File: config.mk
export PLATFORM = sky130hd
export DESIGN_NAME = bbr_mean
export DESIGN_NICKNAME = d
export VERILOG_FILES = /design/src/rtl/bbr_pkg.sv /design/src/rtl/bbr_mean.sv
export SDC_FILE = /design/constraint.sdc
export NUM_CORES = 1
export LEC_CHECK = 0
export BUFFER_PORTS_ARGS = -buffer_cell sky130_fd_sc_hd__buf_4
export CORE_MARGIN = 2
export CORE_UTILIZATION = 56
export CTS_CLUSTER_SIZE = 16
export DETAILED_ROUTE_END_ITERATION = 7
export GPL_ROUTABILITY_DRIVEN = 1
export PLACE_DENSITY = 0.88
export SLEW_MARGIN = 40
export SYNTH_ARGS = -nofsm -noshare
export SYNTH_HDL_FRONTEND = slang
export SYNTH_SLANG_ARGS = --single-unit
File: constraint.sdc
create_clock -name clk -period 6.2 [get_ports clk]
set_input_delay 0.62 -clock clk [delete_from_list [all_inputs] [get_ports clk]]
set_output_delay 0.62 -clock clk [all_outputs]
set_load 0.02 [all_outputs]
File: src/rtl/bbr_pkg.sv
// ----------------------------------------------------------------------------
// bbr_pkg: shared types and constants of the 3x3 RGBA box blur
// Word layouts, result tag, register indexes and the divide-by-nine constant.
// ----------------------------------------------------------------------------
package bbr_pkg;

    localparam int PIX_W      = 32;
    localparam int CH_W       = 8;
    localparam int CH_N       = 4;
    localparam int ROW_W      = 12;
    localparam int OUT_COL_W  = 11;
    localparam int CFG_W      = 12;
    localparam int CFG_IDX_W  = 1;
    localparam int SUM_W      = 12;
    localparam int CNT_W      = 2;

    localparam int FRAME_WIDTH_RST  = 640;
    localparam int FRAME_HEIGHT_RST = 480;

    // floor(s / 9) == (s * 3641) >> 15 for every s up to 9 * 255
    localparam int RECIP_W     = 12;
    localparam int RECIP_NINE  = 3641;
    localparam int RECIP_SHIFT = 15;

    // result queue
    localparam int FIFO_DEPTH = 8;
    localparam int FIFO_PTR_W = $clog2(FIFO_DEPTH);

    typedef enum logic [CFG_IDX_W-1:0] {
        REG_FRAME_WIDTH  = 1'b0,
        REG_FRAME_HEIGHT = 1'b1
    } cfg_reg_t;

    typedef struct packed {
        logic [PIX_W-1:0] pixel_in;
        logic             frame_start;
    } in_word_t;

    typedef struct packed {
        logic [PIX_W-1:0]     pixel_out;
        logic [ROW_W-1:0]     out_row;
        logic [OUT_COL_W-1:0] out_col;
        logic                 was_filtered;
        logic                 last_of_run;
        logic                 frame_done;
    } out_word_t;

    // position and result flags of one pixel as it moves down the pipe
    typedef struct packed {
        logic [ROW_W-1:0]     row;
        logic [OUT_COL_W-1:0] col;
        logic                 interior;
        logic                 border;
        logic                 last_px;
    } tag_t;

endpackage

File: src/rtl/bbr_mean.sv
// ----------------------------------------------------------------------------
// bbr_mean: channel sums and divide by nine
// Registers the four 9-term sums, then forms the interior and border words.
// ----------------------------------------------------------------------------
module bbr_mean (
    input  logic                                  clk,
    input  logic                                  rst_n,
    input  logic [8:0][bbr_pkg::PIX_W-1:0]        nbhd,
    input  logic [bbr_pkg::PIX_W-1:0]             s1_px,
    input  bbr_pkg::tag_t                         s1_tag,
    input  logic [bbr_pkg::CNT_W-1:0]             s1_cnt,
    output logic [bbr_pkg::CNT_W-1:0]             wr_cnt,
    output bbr_pkg::out_word_t                    wr_word0,
    output bbr_pkg::out_word_t                    wr_word1
);

    localparam int SW = bbr_pkg::SUM_W;
    localparam int CW = bbr_pkg::CH_W;
    localparam int MW = bbr_pkg::SUM_W + bbr_pkg::RECIP_W;

    logic [bbr_pkg::CH_N-1:0][SW-1:0] sum_next, sum_reg;
    logic [bbr_pkg::PIX_W-1:0]        px_reg;
    bbr_pkg::tag_t                    tag_reg;
    logic [bbr_pkg::CNT_W-1:0]        cnt_reg;
    logic [bbr_pkg::PIX_W-1:0]        avg;
    logic [MW-1:0]                    prod;
    bbr_pkg::out_word_t               int_word, brd_word;

    always_comb
    begin
        for (int ch = 0; ch < bbr_pkg::CH_N; ch++)
        begin
            sum_next[ch] = SW'(nbhd[0][CW*ch +: CW]) + SW'(nbhd[1][CW*ch +: CW])
                         + SW'(nbhd[2][CW*ch +: CW]) + SW'(nbhd[3][CW*ch +: CW])
                         + SW'(nbhd[4][CW*ch +: CW]) + SW'(nbhd[5][CW*ch +: CW])
                         + SW'(nbhd[6][CW*ch +: CW]) + SW'(nbhd[7][CW*ch +: CW])
                         + SW'(nbhd[8][CW*ch +: CW]);
        end
    end

    always_ff @(posedge clk or negedge rst_n)
    begin
        if (!rst_n)
            cnt_reg <= '0;
        else
            cnt_reg <= s1_cnt;
    end

    always_ff @(posedge clk)
    begin
        sum_reg <= sum_next;
        px_reg  <= s1_px;
        tag_reg <= s1_tag;
    end

    // floor division by nine as a reciprocal multiply
    always_comb
    begin
        prod = '0;
        for (int ch = 0; ch < bbr_pkg::CH_N; ch++)
        begin
            prod = MW'(sum_reg[ch]) * MW'(bbr_pkg::RECIP_NINE);
            avg[CW*ch +: CW] = prod[bbr_pkg::RECIP_SHIFT +: CW];
        end
    end

    always_comb
    begin
        int_word.pixel_out    = avg;
        int_word.out_row      = tag_reg.row - bbr_pkg::ROW_W'(1);
        int_word.out_col      = tag_reg.col - bbr_pkg::OUT_COL_W'(1);
        int_word.was_filtered = 1'b1;
        int_word.last_of_run  = !tag_reg.border;
        int_word.frame_done   = tag_reg.last_px;

        brd_word.pixel_out    = px_reg;
        brd_word.out_row      = tag_reg.row;
        brd_word.out_col      = tag_reg.col;
        brd_word.was_filtered = 1'b0;
        brd_word.last_of_run  = 1'b1;
        brd_word.frame_done   = tag_reg.last_px;
    end

    assign wr_cnt   = cnt_reg;
    assign wr_word0 = tag_reg.interior ? int_word : brd_word;
    assign wr_word1 = brd_word;

endmodule

==> qor.txt <==
max incr delay on CP = 0.56 ns
CTS Hold Buffers Added = 0
WP depth = 19
Buf+Inv Stages, Crit Path = 7
IO Port Bufs = 465
Core Region = 31300 µm²
CP Cell Sequence = buf_4 -> fa_1 -> ha_1 -> ha_1 -> fa_1 -> inv_1 -> fa_1 -> inv_1 -> ha_1 -> and4_4 -> buf_4 -> a2bb2oi_1 -> a21o_1 -> a21oi_2 -> buf_4 -> buf_4 -> or4_1 -> a31o_2 -> buf_4
Syn Inst Count = 1691
die height = 182 µm
Slew headroom = 61.8%
vias in the first global route = 14600
vias = 12900
Critical Path Slowest Stage Cell = fa_1
# rows = 65
worst setup margin = 0.0979 ns
fin. max-slew vios = 0
CP Class = register to output pin
post-DR wirelength/cell = 15.8 µm
leading cell types in the layout, fill and taps excluded = inv_1, buf_4, fa_1, ha_1, dfxtp_1
Yosys reg bits = 108
clock root cell = clkbuf_16
largest net degree at the start of global routing = 44
n_diodes = 0
GRT overflow = 0
WHS = 0.0280 ns
share of the clock period used by the worst path = 98.4%
Inserted Clock Buffers = 9
Post-synth ARST share = 1.85%
Avg Cell Area, Syn = 10.4 µm²
cell family with most CP delay = adder cells
initial drt markers = 434
critical path arrival = 5.48 ns
drt pass-1 iters = 5
Syn Std Cell Area = 17700 µm²
Syn Nets = 2691
post-DP HPWL = 36.2 mm
final RePlAce weighted congestion = 0.891
crit end category = output pin
die area = 33000 µm²
share of cells above drive strength 1 = 25.7%
commonest non-fill, non-tap cell in the layout = inv_1
Antenna Nets Post-Route = 0
Starting Density = 56.4%
Ys Warns = 0
worst-margin pin slew = 0.558 ns
antenna violations before repair = 1
Synth Flop Type = dfxtp_1
CTS max path bufs = 2
final wirelength = 40.3 mm
Critical Path Fanout Max = 3
CTS Sinks = 108
global-route wire length before repair = 66.9 mm
die width = 182 µm
register area share after synthesis = 12.3%
Finish-stage setup viols = 0
Final min period = 6.10 ns
# H-tree levels = 3
Hold Crit Class = input port to asynchronous set/reset pin
Vias/cell = 5.07
area grow syn2layout = 24.1%
DRC viols = 0
Unique masters post-synth = 60
Max Freq = 0.164 GHz
clock transition at the registers of the reported paths = 0.07 ns
EDFF count, synth = 0
max reg flops = 48
Global Route Usage Sum = 25.4%
dpl ws = 0.242 ns
startpoint types = register
TritonCTS clock tree = built
most frequent CP cell = buf_4
status = finished clean
Final Hold Vio Count = 0
Ports = 468
Critical Path RT = 5.58 ns
layout net count = 3142
MaxCap Viol Count = 0
[kinds of logic after synthesis]
logic type,share of synthesized area (%)
xor gates and xnor gates,4.66
AOI/OAI and AO/OA,6.08
DFF,12.3
buffers and inverters,12.1
other,0.0425
and+or+nand+nor,3.39
adders and majority gates,60.2
muxes,1.23
[worst max-delay path by stage]
stage,to,slack (ns),from
after global routing,wr_word0[30],-0.06,sum_reg[1]
after floorplan,wr_word0[31],0.58,sum_reg[1]
after detailed placement,wr_word0[32],0.24,sum_reg[1]
final,wr_word0[30],0.1,sum_reg[1]
after global placement,wr_word0[32],0.27,sum_reg[1]
after CTS,wr_word0[32],0.01,sum_reg[1]
[repair_timing]
item,in CTS,in global routing
setup endpoints to repair,4,11
setup buffers,0,7
pin swaps,2,13
gates resized for setup,8,29
endpoints found under the hold margin,0,0
[cell type report]
| cell class | count | area [µm²] |
|---|---|---|
| Tap cell | 402 | 503 |
| Timing Repair Buffer | 475 | 3570 |
| Multi-Input combinational cell | 1040 | 13400 |
| Sequential cell | 108 | 2190 |
| Clock inverter | 6 | 72.6 |
| Inverter | 508 | 1910 |
| Fill cell | 2144 | 9390 |
| Clock buffer | 10 | 229 |
[metrics by stage]
| stage | cells | area [µm²] | utilization (%) | setup TNS, ns |
|---|---|---|---|---|
| 3_5_place_dp | 2526 | 21400 | 68.5 | 0 |
| 5_1_grt | 2549 | 21900 | 70.0 | -0.197 |
| 3_3_place_gp | 2526 | 21400 | 68.5 | 0 |
| 2_1_floorplan | 1691 | 17700 | - | 0 |
| 4_1_cts | 2542 | 21800 | 69.6 | 0 |
| 6_report | 2549 | 21900 | 70.0 | 0 |
[cells in the mapped netlist (4+ instances only)]
cell type,count,area share (%)
inv_1,508,11
fa_1,332,38
ha_1,318,23
dfxtp_1,106,12
xnor2_1,57,2.8
a21oi_1,51,1.4
xor2_1,37,1.8
nand2_1,29,0.62
buf_4,28,1.2
a21o_1,27,1.1
nor2_1,26,0.55
mux2_2,18,1.1
o21bai_1,16,0.68
o21ai_0,15,0.43
nor3_1,12,0.34
nand3_1,9,0.26
o21a_1,8,0.34
clkbuf_1,6,0.13
nand2b_1,6,0.21
nor2b_1,6,0.21
a211oi_1,5,0.21
and2_1,5,0.18
nand4_1,5,0.18
o31ai_1,5,0.21
or4_1,4,0.17
[metal layers]
layer / global-route usage, % / routed length, µm / vias to the layer above
met4: 10.5 / 1580 / 2
met3: 4.05 / 1930 / 115
li1: - / - / 6062
met1: 27.7 / 14100 / 6342
met2: 48.6 / 22700 / 401
met5: 0 / 13 / -
Power is left out: the tool's default activity adds up to more than one toggle a clock period on the data nets, which glitch-free logic cannot reach.
