<file path="src/rtl/bbr_pkg.sv">
// ----------------------------------------------------------------------------
// bbr_pkg: shared types and constants of the 3x3 RGBA box blur
// Word layouts, result tag, register indexes and the divide-by-nine constant.
// ----------------------------------------------------------------------------
package bbr_pkg;

    localparam int PIX_W      = 32;
    localparam int CH_W       = 8;
    localparam int CH_N       = 4;
    localparam int ROW_W      = 12;
    localparam int OUT_COL_W  = 11;
    localparam int CFG_W      = 12;
    localparam int CFG_IDX_W  = 1;
    localparam int SUM_W      = 12;
    localparam int CNT_W      = 2;

    localparam int FRAME_WIDTH_RST  = 640;
    localparam int FRAME_HEIGHT_RST = 480;

    // floor(s / 9) == (s * 3641) >> 15 for every s up to 9 * 255
    localparam int RECIP_W     = 12;
    localparam int RECIP_NINE  = 3641;
    localparam int RECIP_SHIFT = 15;

    // result queue
    localparam int FIFO_DEPTH = 8;
    localparam int FIFO_PTR_W = $clog2(FIFO_DEPTH);

    typedef enum logic [CFG_IDX_W-1:0] {
        REG_FRAME_WIDTH  = 1'b0,
        REG_FRAME_HEIGHT = 1'b1
    } cfg_reg_t;

    typedef struct packed {
        logic [PIX_W-1:0] pixel_in;
        logic             frame_start;
    } in_word_t;

    typedef struct packed {
        logic [PIX_W-1:0]     pixel_out;
        logic [ROW_W-1:0]     out_row;
        logic [OUT_COL_W-1:0] out_col;
        logic                 was_filtered;
        logic                 last_of_run;
        logic                 frame_done;
    } out_word_t;

    // position and result flags of one pixel as it moves down the pipe
    typedef struct packed {
        logic [ROW_W-1:0]     row;
        logic [OUT_COL_W-1:0] col;
        logic                 interior;
        logic                 border;
        logic                 last_px;
    } tag_t;

endpackage

</file>
<file path="src/rtl/bbr_ctrl.sv">
// ----------------------------------------------------------------------------
// bbr_ctrl: size registers, raster position and first pipe stage
// Resolves row/column of each accepted word and classifies it.
// ----------------------------------------------------------------------------
module bbr_ctrl #(
    parameter int MAX_WIDTH = 2048
) (
    input  logic                               clk,
    input  logic                               rst_n,
    input  logic                               wr_en,
    input  logic [bbr_pkg::CFG_IDX_W-1:0]      wr_index,
    input  logic [bbr_pkg::CFG_W-1:0]          wr_data,
    input  logic                               take,
    input  bbr_pkg::in_word_t                  in_word,
    output logic [$clog2(MAX_WIDTH)-1:0]       rd_addr,
    output logic                               s1_valid,
    output logic [$clog2(MAX_WIDTH)-1:0]       s1_addr,
    output logic [bbr_pkg::PIX_W-1:0]          s1_px,
    output bbr_pkg::tag_t                      s1_tag,
    output logic [bbr_pkg::CNT_W-1:0]          s1_cnt
);

    localparam int CW = $clog2(MAX_WIDTH);
    localparam int AW = $clog2(MAX_WIDTH + 1);
    localparam int EW = (AW > bbr_pkg::CFG_W) ? AW : bbr_pkg::CFG_W;
    localparam int RW = bbr_pkg::ROW_W;

    logic [bbr_pkg::CFG_W-1:0] width_reg;
    logic [bbr_pkg::CFG_W-1:0] height_reg;
    logic [CW-1:0]             col_reg, col_next;
    logic [RW-1:0]             row_reg, row_next;

    logic                      s1_valid_reg;
    logic [CW-1:0]             s1_addr_reg;
    logic [bbr_pkg::PIX_W-1:0] s1_px_reg;
    bbr_pkg::tag_t             s1_tag_reg, tag_next;
    logic [bbr_pkg::CNT_W-1:0] s1_cnt_reg, cnt_next;

    logic [EW-1:0] w_raw, w_eff;
    logic [RW-1:0] h_eff;
    logic [CW-1:0] col_start, cur_col;
    logic [RW-1:0] row_start, row_wrap, cur_row;
    logic          col_last, row_last, interior, border;

    always_ff @(posedge clk or negedge rst_n)
    begin
        if (!rst_n)
        begin
            width_reg  <= bbr_pkg::CFG_W'(bbr_pkg::FRAME_WIDTH_RST);
            height_reg <= bbr_pkg::CFG_W'(bbr_pkg::FRAME_HEIGHT_RST);
        end
        else if (wr_en)
        begin
            case (wr_index)
                bbr_pkg::REG_FRAME_WIDTH:  width_reg  <= wr_data;
                bbr_pkg::REG_FRAME_HEIGHT: height_reg <= wr_data;
                default: ;
            endcase
        end
    end

    // effective sizes: zero acts as one, width clamps to the store depth
    always_comb
    begin
        w_raw = EW'(width_reg);
        if (w_raw == '0)
            w_eff = EW'(1);
        else if (w_raw > EW'(MAX_WIDTH))
            w_eff = EW'(MAX_WIDTH);
        else
            w_eff = w_raw;
        h_eff = (height_reg == '0) ? RW'(1) : RW'(height_reg);
    end

    // position of the word being accepted, with wrap for shrunk sizes
    always_comb
    begin
        col_start = in_word.frame_start ? '0 : col_reg;
        row_start = in_word.frame_start ? '0 : row_reg;
        if (EW'(col_start) >= w_eff)
        begin
            cur_col  = '0;
            row_wrap = row_start + RW'(1);
        end
        else
        begin
            cur_col  = col_start;
            row_wrap = row_start;
        end
        cur_row  = (row_wrap >= h_eff) ? '0 : row_wrap;
        col_last = (EW'(cur_col) == w_eff - EW'(1));
        row_last = (cur_row == h_eff - RW'(1));
        interior = (cur_row >= RW'(2)) && (cur_col >= CW'(2));
        border   = (cur_row == '0) || row_last || (cur_col == '0) || col_last;

        tag_next.row      = cur_row;
        tag_next.col      = bbr_pkg::OUT_COL_W'(cur_col);
        tag_next.interior = interior;
        tag_next.border   = border;
        tag_next.last_px  = row_last && col_last;
        cnt_next          = bbr_pkg::CNT_W'(interior) + bbr_pkg::CNT_W'(border);

        if (col_last)
        begin
            col_next = '0;
            row_next = row_last ? '0 : cur_row + RW'(1);
        end
        else
        begin
            col_next = cur_col + CW'(1);
            row_next = cur_row;
        end
    end

    always_ff @(posedge clk or negedge rst_n)
    begin
        if (!rst_n)
        begin
            col_reg      <= '0;
            row_reg      <= '0;
            s1_valid_reg <= 1'b0;
            s1_cnt_reg   <= '0;
        end
        else
        begin
            s1_valid_reg <= take;
            s1_cnt_reg   <= take ? cnt_next : '0;
            if (take)
            begin
                col_reg <= col_next;
                row_reg <= row_next;
            end
        end
    end

    always_ff @(posedge clk)
    begin
        if (take)
        begin
            s1_addr_reg <= cur_col;
            s1_px_reg   <= in_word.pixel_in;
            s1_tag_reg  <= tag_next;
        end
    end

    assign rd_addr  = cur_col;
    assign s1_valid = s1_valid_reg;
    assign s1_addr  = s1_addr_reg;
    assign s1_px    = s1_px_reg;
    assign s1_tag   = s1_tag_reg;
    assign s1_cnt   = s1_cnt_reg;

endmodule

</file>
<file path="config.mk">
export PLATFORM = sky130hd
export DESIGN_NAME = bbr_ctrl
export DESIGN_NICKNAME = d
export VERILOG_FILES = /design/src/rtl/bbr_pkg.sv /design/src/rtl/bbr_ctrl.sv
export SDC_FILE = /design/constraint.sdc
export NUM_CORES = 1
export LEC_CHECK = 0
export BUFFER_PORTS_ARGS = -buffer_cell sky130_fd_sc_hd__buf_2
export CAP_MARGIN = 30
export CORE_MARGIN = 8
export CORE_UTILIZATION = 40
export CTS_CLUSTER_SIZE = 20
export DETAILED_ROUTE_END_ITERATION = 10
export SLEW_MARGIN = 20
export SYNTH_ARGS = -nofsm -noshare
export SYNTH_HDL_FRONTEND = slang
export SYNTH_SLANG_ARGS = --single-unit
</file>
<file path="constraint.sdc">
create_clock -name clk -period 19.35 [get_ports clk]
set_clock_uncertainty 0.2 [all_clocks]
set_input_delay 2.9025 -clock clk [delete_from_list [all_inputs] [get_ports clk]]
set_output_delay 2.9025 -clock clk [all_outputs]
set_load 0.05 [all_outputs]
</file>
==> results.cfg <==
[synth]
synth_top_cell_area_share_pct = 25.0
async_flop_share_pct = 46.3
syn-mean-instance-area_um2 = 10.1
ys.flop_type = edfxtp_1
yosysUniqueCellTypes = 84
synthSimpleGateAreaFrac_pct = 20.5
synth_edf_count = 58
netlist_instances = 689
synthAdderAreaFrac_pct = 5.56
syn_nets = 770
yosysWarningCount = 0
synth_top_family_by_area = simple AND/OR/NAND/NOR gates
muxShareOfSynthArea_pct = 5.04
ys_ff_latch = 108
ys_seq_area_share_pct = 43.0
yosys.area.top_type = edfxtp_1
syn-cell-area_mm2 = 0.00698
synthTopCellsByArea = edfxtp_1, dfrtp_1, ha_1
synth_xor_xnor_area_share_pct = 4.91
synth_compound_area_share_pct = 14.3

[global_routing]
grt-ovfl-total = 0
grt_max_degree = 84
grt_pass1_vias = 5340
grtUsageMet1_pct = 24.2
grt.met3_usage_pct = 3.89
busiest_layer = met2
track_usage_pct = 17.1
met2_usage_pct = 25.2
antenna_found_initial = 0
grt_pass1_wl_mm = 29.9

[placement]
gp_congestion = 0.889
place_inst = 996
numPortBuffers = 132
dp_hpwl_mm = 14.7

[critical_path]
max_stage_delay_ns = 0.60
cp_num_buf_inv = 5
crit_path_end_kind = primary output
critPathSlowestCell = nor3_1
crit_required_ns = 16.25
path_class = in -> out
critPathTopFamily = simple AND/OR/NAND/NOR gates
worstPathMaxFanout = 26
cp.arrival_ns = 6.23
startpoint_type = input pin
path_cells = buf_2, inv_2, nand2_1, inv_1, ha_1, and4b_1, and2_4, and3_1, nor3_1, nand2_1, inv_1, buf_2

[pwr]
p_leak_nw = 3.48
p_per_area_mw_per_mm2 = 81.5
p_total_mw = 0.646
peakVddDrop_uv = 44.5

[cts]
cts_buffer_depth = 2
cts_resized = 0
cts_root_buf = clkbuf_16
clock_sinks = 108
cts_tree = done
cts_hold_buf = 0
clk_pin_slew_ns = 0.08
cts_setup_buffers = 0
htreeDepth = 3
clock_latency_ns = 0.36
cts_buffers = 9

[sta]
fin_setup_tns_ns = 0
period_share_pct = 48.2
max_freq_mhz = 107
relSlewSlack_pct = 36.3
fin_crit_ns = 9.33
setup-violations-final = 0
rsz0062_at_grt = false
hold_viol = 0
tightest_slew_ns = 0.956
slew_viol_final = 0

[die]
core_area_mm2 = 0.0172
io_pins = 133
initial_utilization_pct = 40.6
rows = 48
chipWidth_um = 148
chipHeight_um = 148
dieArea_mm2 = 0.0219

[finish]
layout.nets = 864
final_common_cell = buf_2
most-common-layout-cells = buf_2, edfxtp_1, nor2_1
multiInputGateArea_mm2 = 0.00351
area_delta_synth_final_pct = 13.6
finalNonFillerCells = 1013
fill_cells = 1687
seqCellArea_mm2 = 0.00300
largest_reg_flops = 32
num_antenna_cells = 0
drive_gt1_share_pct = 26.5

[detailed_routing]
wirelength_mm = 18.9
routedWlPerCell_um = 18.6
firstDrtPassIters = 6
drcViolationCount = 0
postRouteAntennaNets = 0
viasPerCell = 5.57
vias = 5644
drtIter0Drc = 434

[outcome]
status = finished clean

[flow_run]
drv_cap = 0

[worst_hold_path]
hp-class = reg -> reg
-- layout make-up --
| class | instances | area share (%) |
|---|---|---|
| multi-input cells | 488 | 44.3 |
| flip-flops and latches | 108 | 37.9 |
| inverters | 41 | 1.94 |
| repair buffers | 135 | 8.65 |
| well taps | 225 | 3.55 |
| clock buffers | 9 | 2.84 |
| clock inverters | 7 | 0.821 |
-- logic make-up after synthesis --
| family | Yosys count |
|---|---|
| AND/OR/NAND/NOR | 256 |
| AO/OA/AOI/OAI | 133 |
| flip-flops | 108 |
| buffers and inverters | 93 |
| XOR/XNOR | 36 |
| multiplexers | 32 |
| adder cells (fa/ha/maj) | 31 |
-- synth_stat cells (5+ instances only) --
cell and n:
o2bb2ai_1 6, nand2b_1 13, dfrtp_1 44, edfxtp_1 58, nor2b_1 21, inv_1 38
o31ai_1 6, nor4_1 11, nor3_1 19, and2_1 10, dfstp_2 6, xnor2_1 30
mux2_2 24, buf_4 25, nand2_1 45, ha_1 31, nand3_1 24, mux2i_1 7
a21oi_1 31, clkbuf_1 21, nor2_1 54, and3_1 10, o21ai_1 9, a31oi_1 6
nand4_1 11, o21ai_0 14, a22o_1 5
-- worst reg2reg max path: cells and delay by family, from the launching register on --
family                   cells  cell delay [ns]
buffers and inverters        4             0.47
AND/OR/NAND/NOR              8             2.32
XOR/XNOR                     1             0.07
AO/OA/AOI/OAI                9             2.56
adder cells (fa/ha/maj)      3             0.77
flip-flops                   1             0.48
-- layer usage --
layer  routed length (µm)  vias to the layer above
li1                     -                     2681
met1                 8880                     2698
met2                 8150                      240
met3                 1500                       25
met4                  335                        0
met5                    0                        -
-- through the flow --
stage | hold WS (ns) | util (%) | worst slack, ns | cell area, µm²
after floorplan | 0.249 | - | 10.85 | 6980
after global placement | 0.287 | 44.4 | 10.20 | 7630
after detailed placement | 0.276 | 44.4 | 10.04 | 7630
after CTS | 0.307 | 46.1 | 10.05 | 7920
after global routing | 0.320 | 46.1 | 9.76 | 7930
final | 0.305 | 46.1 | 10.02 | 7930
-- final timing paths --
kind,to,startpoint,slack (ns),depth (start not counted)
setup / recovery,rd_addr[1],in_word[0],10.02,12
hold / removal,col_reg[9],col_reg[9],0.30,1
setup reg to reg,s1_cnt[0],w_raw[5],12.37,25
hold reg to reg,col_reg[9],col_reg[9],0.30,1
max in group asynchronous,col_reg[7],rst_n,16.03,2
min in group asynchronous,w_raw[3],rst_n,2.44,2
-- power by group --
part	internal (mW)	switching [mW]	leakage, nW	total [mW]
registers	0.265	0.0202	1.20	0.285
clock network	0.0911	0.0920	0.146	0.183
logic	0.0584	0.120	2.14	0.178
total	0.414	0.232	3.48	0.646
No activity file was read; power rests on OpenSTA's default activity.
